[src/rtl/wmsk_pkg.sv]
// Shared types, constants and register codes for the weighted 2x map shrink.
`default_nettype none
package wmsk_pkg;

  localparam int VALUE_BITS       = 16;
  localparam int WEIGHT_BITS      = 16;
  localparam int MAX_IN_WIDTH_DEF = 2048;

  // configuration port
  localparam int CFG_IW = 3;
  localparam int CFG_DW = 16;
  localparam int GEO_IN_BITS  = 12;
  localparam int GEO_OUT_BITS = 11;

  localparam logic [CFG_IW-1:0] CFG_IN_WIDTH   = 3'd0;
  localparam logic [CFG_IW-1:0] CFG_IN_HEIGHT  = 3'd1;
  localparam logic [CFG_IW-1:0] CFG_OUT_WIDTH  = 3'd2;
  localparam logic [CFG_IW-1:0] CFG_OUT_HEIGHT = 3'd3;
  localparam logic [CFG_IW-1:0] CFG_WEIGHT_PR  = 3'd4;
  localparam logic [CFG_IW-1:0] CFG_SCALE      = 3'd5;

  localparam logic [WEIGHT_BITS-1:0] ONE_WEIGHT = 16'd256;

  // accumulator widths (taps 1,2,1 per axis, 16-bit weights)
  localparam int S1W  = 20;
  localparam int S2W  = 22;
  localparam int SVW  = 36;
  // shared divider
  localparam int NUMW = 52;
  localparam int DENW = 28;

  typedef struct packed {
    logic signed [VALUE_BITS-1:0] pixel_value;
    logic [WEIGHT_BITS-1:0]       pixel_weight;
  } wmsk_in_t;

  typedef struct packed {
    logic signed [VALUE_BITS-1:0] out_value;
    logic [WEIGHT_BITS-1:0]       out_weight;
    logic                         out_bad;
    logic                         run_last;
    logic                         frame_last;
  } wmsk_out_t;

  typedef struct packed {
    logic take;
    logic wv;
    logic row;
    logic job2;
    logic col;
    logic ema_clr;
    logic emb;
    logic mul_v;
    logic mul_w;
    logic div_v;
    logic div_w;
    logic fin_v;
    logic fin_w;
    logic stage;
    logic push_last;
  } wmsk_cmd_t;

  typedef struct packed {
    logic job;
    logic job2;
    logic xb_ok;
    logic em_a;
    logic em_b;
    logic div_busy;
    logic stage_vld;
    logic out_free;
  } wmsk_sts_t;

endpackage
`default_nettype wire

[src/rtl/wmsk_ctrl.sv]
// Sequencer: steps one pixel through row, column and result phases.
`default_nettype none
module wmsk_ctrl (
  input  wire logic                clk,
  input  wire logic                rst_n,
  input  wire logic                in_valid,
  output logic                     in_ready,
  input  wire wmsk_pkg::wmsk_sts_t sts,
  output wmsk_pkg::wmsk_cmd_t      cmd
);
  import wmsk_pkg::*;

  typedef enum logic [4:0] {
    S_IDLE, S_WV, S_ROW, S_JOB, S_RD, S_COL, S_EMSEL,
    S_MULV, S_LDV, S_DIVV, S_FINV, S_MULW, S_LDW, S_DIVW, S_FINW,
    S_STAGE, S_NEXTJOB, S_DONE
  } state_t;

  state_t state_r, state_nxt;

  always_comb begin
    state_nxt = state_r;
    cmd       = '0;
    case (state_r)
      S_IDLE: begin
        if (in_valid) begin
          cmd.take  = 1'b1;
          state_nxt = S_WV;
        end
      end
      S_WV: begin
        cmd.wv    = 1'b1;
        state_nxt = S_ROW;
      end
      S_ROW: begin
        cmd.row   = 1'b1;
        state_nxt = S_JOB;
      end
      S_JOB: begin
        if (!sts.job)       state_nxt = S_DONE;
        else if (sts.xb_ok) state_nxt = S_RD;
        else                state_nxt = S_NEXTJOB;
      end
      S_RD: state_nxt = S_COL;
      S_COL: begin
        cmd.col   = 1'b1;
        state_nxt = S_EMSEL;
      end
      S_EMSEL: begin
        if (sts.em_a) begin
          cmd.ema_clr = 1'b1;
          state_nxt   = S_MULV;
        end else if (sts.em_b) begin
          cmd.emb   = 1'b1;
          state_nxt = S_MULV;
        end else begin
          state_nxt = S_NEXTJOB;
        end
      end
      S_MULV: begin
        cmd.mul_v = 1'b1;
        state_nxt = S_LDV;
      end
      S_LDV: begin
        cmd.div_v = 1'b1;
        state_nxt = S_DIVV;
      end
      S_DIVV: if (!sts.div_busy) state_nxt = S_FINV;
      S_FINV: begin
        cmd.fin_v = 1'b1;
        state_nxt = S_MULW;
      end
      S_MULW: begin
        cmd.mul_w = 1'b1;
        state_nxt = S_LDW;
      end
      S_LDW: begin
        cmd.div_w = 1'b1;
        state_nxt = S_DIVW;
      end
      S_DIVW: if (!sts.div_busy) state_nxt = S_FINW;
      S_FINW: state_nxt = S_STAGE;
      S_STAGE: begin
        if (!sts.stage_vld || sts.out_free) begin
          cmd.stage = 1'b1;
          state_nxt = S_EMSEL;
        end
      end
      S_NEXTJOB: begin
        if (sts.job2) begin
          cmd.job2  = 1'b1;
          state_nxt = S_JOB;
        end else begin
          state_nxt = S_DONE;
        end
      end
      S_DONE: begin
        if (!sts.stage_vld) begin
          state_nxt = S_IDLE;
        end else if (sts.out_free) begin
          cmd.push_last = 1'b1;
          state_nxt     = S_IDLE;
        end
      end
      default: state_nxt = S_IDLE;
    endcase
    // weight result is captured together with the staging step
    cmd.fin_w = cmd.stage;
  end

  always_ff @(posedge clk) begin
    if (!rst_n) state_r <= S_IDLE;
    else        state_r <= state_nxt;
  end

  assign in_ready = (state_r == S_IDLE);

  a_stage_room: assert property (@(posedge clk) disable iff (!rst_n)
    (cmd.stage && sts.stage_vld) || cmd.push_last |-> sts.out_free)
    else $error("result pushed while output register is occupied");

  a_div_idle: assert property (@(posedge clk) disable iff (!rst_n)
    (cmd.div_v || cmd.div_w) |-> !sts.div_busy)
    else $error("divider restarted while busy");

  a_idle_clean: assert property (@(posedge clk) disable iff (!rst_n)
    in_ready |-> !sts.stage_vld && !sts.div_busy)
    else $error("new pixel admitted with work left over");

  a_take_flow: assert property (@(posedge clk) disable iff (!rst_n)
    cmd.take |=> !in_ready ##1 !in_ready)
    else $error("pixel sequence cut short");
endmodule
`default_nettype wire

[config.mk]
export PLATFORM = sky130hd
export DESIGN_NAME = wmsk_ctrl
export DESIGN_NICKNAME = d
export VERILOG_FILES = /design/src/rtl/wmsk_pkg.sv /design/src/rtl/wmsk_ctrl.sv
export SDC_FILE = /design/constraint.sdc
export NUM_CORES = 1
export LEC_CHECK = 0
export CAP_MARGIN = 5
export CORE_AREA = 2 2 39 41
export DETAILED_ROUTE_END_ITERATION = 10
export DIE_AREA = 0 0 41 43
export DONT_BUFFER_PORTS = 1
export PLACE_DENSITY = 0.55
export SYNTH_ARGS = -nofsm -noshare
export SYNTH_HDL_FRONTEND = slang
export SYNTH_SLANG_ARGS = --single-unit
export TNS_END_PERCENT = 20
[constraint.sdc]
create_clock -name clk -period 1.5 [get_ports clk]
set_input_delay 0.075 -clock clk [delete_from_list [all_inputs] [get_ports clk]]
set_output_delay 0.075 -clock clk [all_outputs]
set_load 0.02 [all_outputs]
==> summary.md <==
| Metric | Value |
|---|---|
| First-pass GRT wire length | 2600 µm |
| Critical Path AT | 1.42 ns |
| Number of placement rows | 14 |
| Layout overhead on the synthesized area | 43.0% |
| Transition time at the pin with the least slew margin | 0.325 ns |
| Reg2Reg Launch Point | state_r[0] |
| Antenna Violating Nets Remaining | 0 |
| Crit path required time | 1.42 ns |
| Class of the worst hold path | in -> reg |
| Hold violation count in the final report | 0 |
| Chip height | 43 µm |
| Flip-flop and latch count after synthesis | 5 |
| Overflow left after global routing | 0 |
| Mapped Area | 597 µm² |
| Max_slew headroom | 0.781 |
| Number of distinct standard cells referenced by the synthesized netlist | 33 |
| Fraction of layout cells with a size suffix above 1 | 0.431 |
| Share of the clock period used by the worst path after layout | 0.995 |
| Peak supply drop | 0.675 mV |
| Capture endpoint of the worst hold path | state_r[0] |
| Total Routing Usage GR | 0.215 |
| Number of DRC violations after detailed-routing iteration 0 | 22 |
| Number of slew-limit violations in the final report | 0 |
| Vias/cell | 5.49 |
| Total die area | 1760 µm² |
| First-pass detailed-route iteration total | 4 |
| Proportion of netlist area held by the largest area contributor | 0.168 |
| Clock tree from TritonCTS | yes |
| Final critical-path required period | 1.49 ns |
| Flip-flop count of the largest register, all copies and words added | 5 |
| Total CTS buffers | 3 |
| Clk pin slew, worst setup/hold paths | 0.04 ns |
| R2R cell count | 6 |
| Vias in the first global route | 612 |
| Largest net degree at the start of global routing | 15 |
| Max-Cap Viols | 0 |
| Layout net count | 121 |
| Post-route core utilization | 0.617 |
| Port-buffer cells | 0 |
| Slack of the worst reg-to-reg path | 0.12 ns |
| Routed wire length | 1640 µm |
| Synth area leader | sky130_fd_sc_hd__dfxtp_1 |
| Latest clock arrival within the worst-skew pair | 0.24 ns |
| Count of inserted antenna diode cells | 0 |
| Antenna violations before repair | 0 |
| Most flops, register | state_r |
| Unrepaired setup endpoints after global routing | true |
| Area of the placeable core | 1380 µm² |
| Startpoint types | flop |
| Power Density | 612 nW/µm² |
| Syn_area_per_cell | 6.94 µm² |
| Crit end category | output pin |
| Mapped Cells | 86 |
| Deepest clock path buffer count | 2 |
| Launch point of the worst hold path | rst_n |
| Outcome | finished, final reports clean |
| Nets in the synthesized netlist | 97 |
| Number of ports placed on the die boundary | 27 |
| Final clock skew | 0.00372 ns |
| Count of non-filler cells in the finished layout | 125 |
| Avg WL per Cell | 13.1 µm |
| Cell types with the largest area share after synthesis | sky130_fd_sc_hd__dfxtp_1, sky130_fd_sc_hd__nor2_1, sky130_fd_sc_hd__nor2b_1, sky130_fd_sc_hd__nand2b_1, sky130_fd_sc_hd__and3_1 |
| Sum of net half-perimeters after detailed placement | 1250 µm |
| Largest registers in the final layout | state_r: 5 flops |
| Capture instance of the worst register-to-register path | state_r[1] |
| Minimum hold slack | 0.00283 ns |
| Horizontal extent of the die | 41 µm |
| Critical Setup Path Class | reg -> out |
| Final total negative setup slack | 0 ns |
| Total number of clock tree sinks | 5 |
| Placer congestion estimate | 0.886 |
| Yosys synthesis warning count | 0 |
| Post-Place Cells | 119 |
| Residual DRC count | 0 |
| Crit path max fanout | 4 |
| Initial core utilization | 0.431 |
| WHS Path Cells | 2 |
| Share of the yosys chip area belonging to registers | 0.168 |
| Fmax | 0.670 GHz |
| Finish-stage setup viols | 0 |
| Number of vias after detailed routing | 686 |
| Max H-tree Level | 1 |
| Buffer type at the clock tree root | sky130_fd_sc_hd__clkbuf_4 |
| Static Leak | 0.351 nW |
placed cells by master, fill, tap and decap left out, types with 2 or more instances in the layout:
cell	n
sky130_fd_sc_hd__nand2b_4	2
sky130_fd_sc_hd__o31ai_1	2
sky130_fd_sc_hd__dfxtp_4	4
sky130_fd_sc_hd__nand3_1	4
sky130_fd_sc_hd__nor3_1	4
sky130_fd_sc_hd__o211ai_1	2
sky130_fd_sc_hd__nor4_2	2
sky130_fd_sc_hd__o22ai_1	2
sky130_fd_sc_hd__nand2b_1	3
sky130_fd_sc_hd__o21ai_1	2
sky130_fd_sc_hd__and3_1	4
sky130_fd_sc_hd__clkbuf_4	3
sky130_fd_sc_hd__a32oi_1	2
sky130_fd_sc_hd__nor3_2	3
sky130_fd_sc_hd__nand2_1	4
sky130_fd_sc_hd__or3_4	2
sky130_fd_sc_hd__nor2_1	13
sky130_fd_sc_hd__a21oi_1	4
sky130_fd_sc_hd__buf_4	25
sky130_fd_sc_hd__nor2b_1	6
synthesized netlist by cell type (all sizes together):
cell type / number
or3: 2
xnor2: 1
nand2b: 5
nor3: 7
mux2i: 1
o22ai: 2
nor4: 3
o21ai: 3
and2: 1
a22oi: 1
nor2b: 6
a21oi: 4
o31ai: 2
nor3b: 1
o211ai: 2
buf: 7
nand3: 4
o21a: 1
inv: 2
nor4bb: 1
nand2: 5
and3: 4
dfxtp: 5
and2b: 1
a32oi: 2
nor2: 13
report_power, final:
group          leakage (nW)  internal [mW]  total, mW  switching, mW
sequential           0.0441          0.141      0.158         0.0176
combinational         0.292          0.105      0.210          0.105
clock                0.0150          0.100      0.154         0.0532
total                 0.351          0.346      0.522          0.176
final cells by class:
| cell class | count | area (µm²) |
|---|---|---|
| fill | 133 | 531 |
| multi-input combinational | 72 | 485 |
| timing repair buffer | 26 | 198 |
| sequential | 5 | 116 |
| clock buffer | 4 | 26.3 |
| tap | 16 | 20.0 |
| inverter | 2 | 7.51 |
logic make-up (layout without fill, tap and decap cells):
| logic type | Yosys count | count (layout) | synth area share |
|---|---|---|---|
| AOI/OAI and AO/OA | 17 | 17 | 0.184 |
| xor gates and xnor gates | 1 | 1 | 0.0147 |
| buffers and inverters | 9 | 32 | 0.0901 |
| DFF | 5 | 5 | 0.168 |
| muxes | 1 | 1 | 0.0168 |
| and+or+nand+nor | 53 | 53 | 0.526 |
critical path: stages (launching register included):
cell and delay, ns:
sky130_fd_sc_hd__dfxtp_4 0.35, sky130_fd_sc_hd__nand2b_4 0.13, sky130_fd_sc_hd__or3_4 0.38, sky130_fd_sc_hd__nor3b_2 0.16, sky130_fd_sc_hd__buf_4 0.16
worst max path at each step:
| stage | from | endpoint | slack, ns | depth (start not counted) |
|---|---|---|---|---|
| after floorplan | state_r[2] | cmd[14] | -0.05 | 4 |
| after global placement | state_r[4] | state_r[4] | 0.07 | 6 |
| after detailed placement | state_r[0] | state_r[1] | 0.03 | 5 |
| after CTS | state_r[0] | cmd[8] | -0.02 | 4 |
| after global routing | state_r[0] | cmd[8] | -0.03 | 4 |
| final | state_r[0] | cmd[8] | 0.007 | 4 |
repair_timing:
action,4_1_cts,5_1_grt
buffers inserted,1,0
resized for setup,8,8
endpoints found under the setup margin,8,6
pin swaps,1,0
endpoints found under the hold margin,5,0
hold buffers,1,0
gates cloned,0,0
per-stage QoR:
stage                     instance area (µm²)  setup slack [ns]  power, mW
after floorplan                           602           -0.0515      0.286
after global placement                    756            0.0746      0.340
after detailed placement                  756            0.0327      0.342
after CTS                                 815           -0.0206      0.512
after global routing                      853           -0.0341      0.565
final                                     853           0.00695      0.522
layer usage:
metal	share of wire	GRT usage	vias to the layer above
li1	-	-	353
met1	0.42	0.282	304
met3	0.065	0.0628	2
met5	0	0	-
met4	0.0079	0.0600	0
met2	0.50	0.328	27
Power figures use the tool's default switching activity.
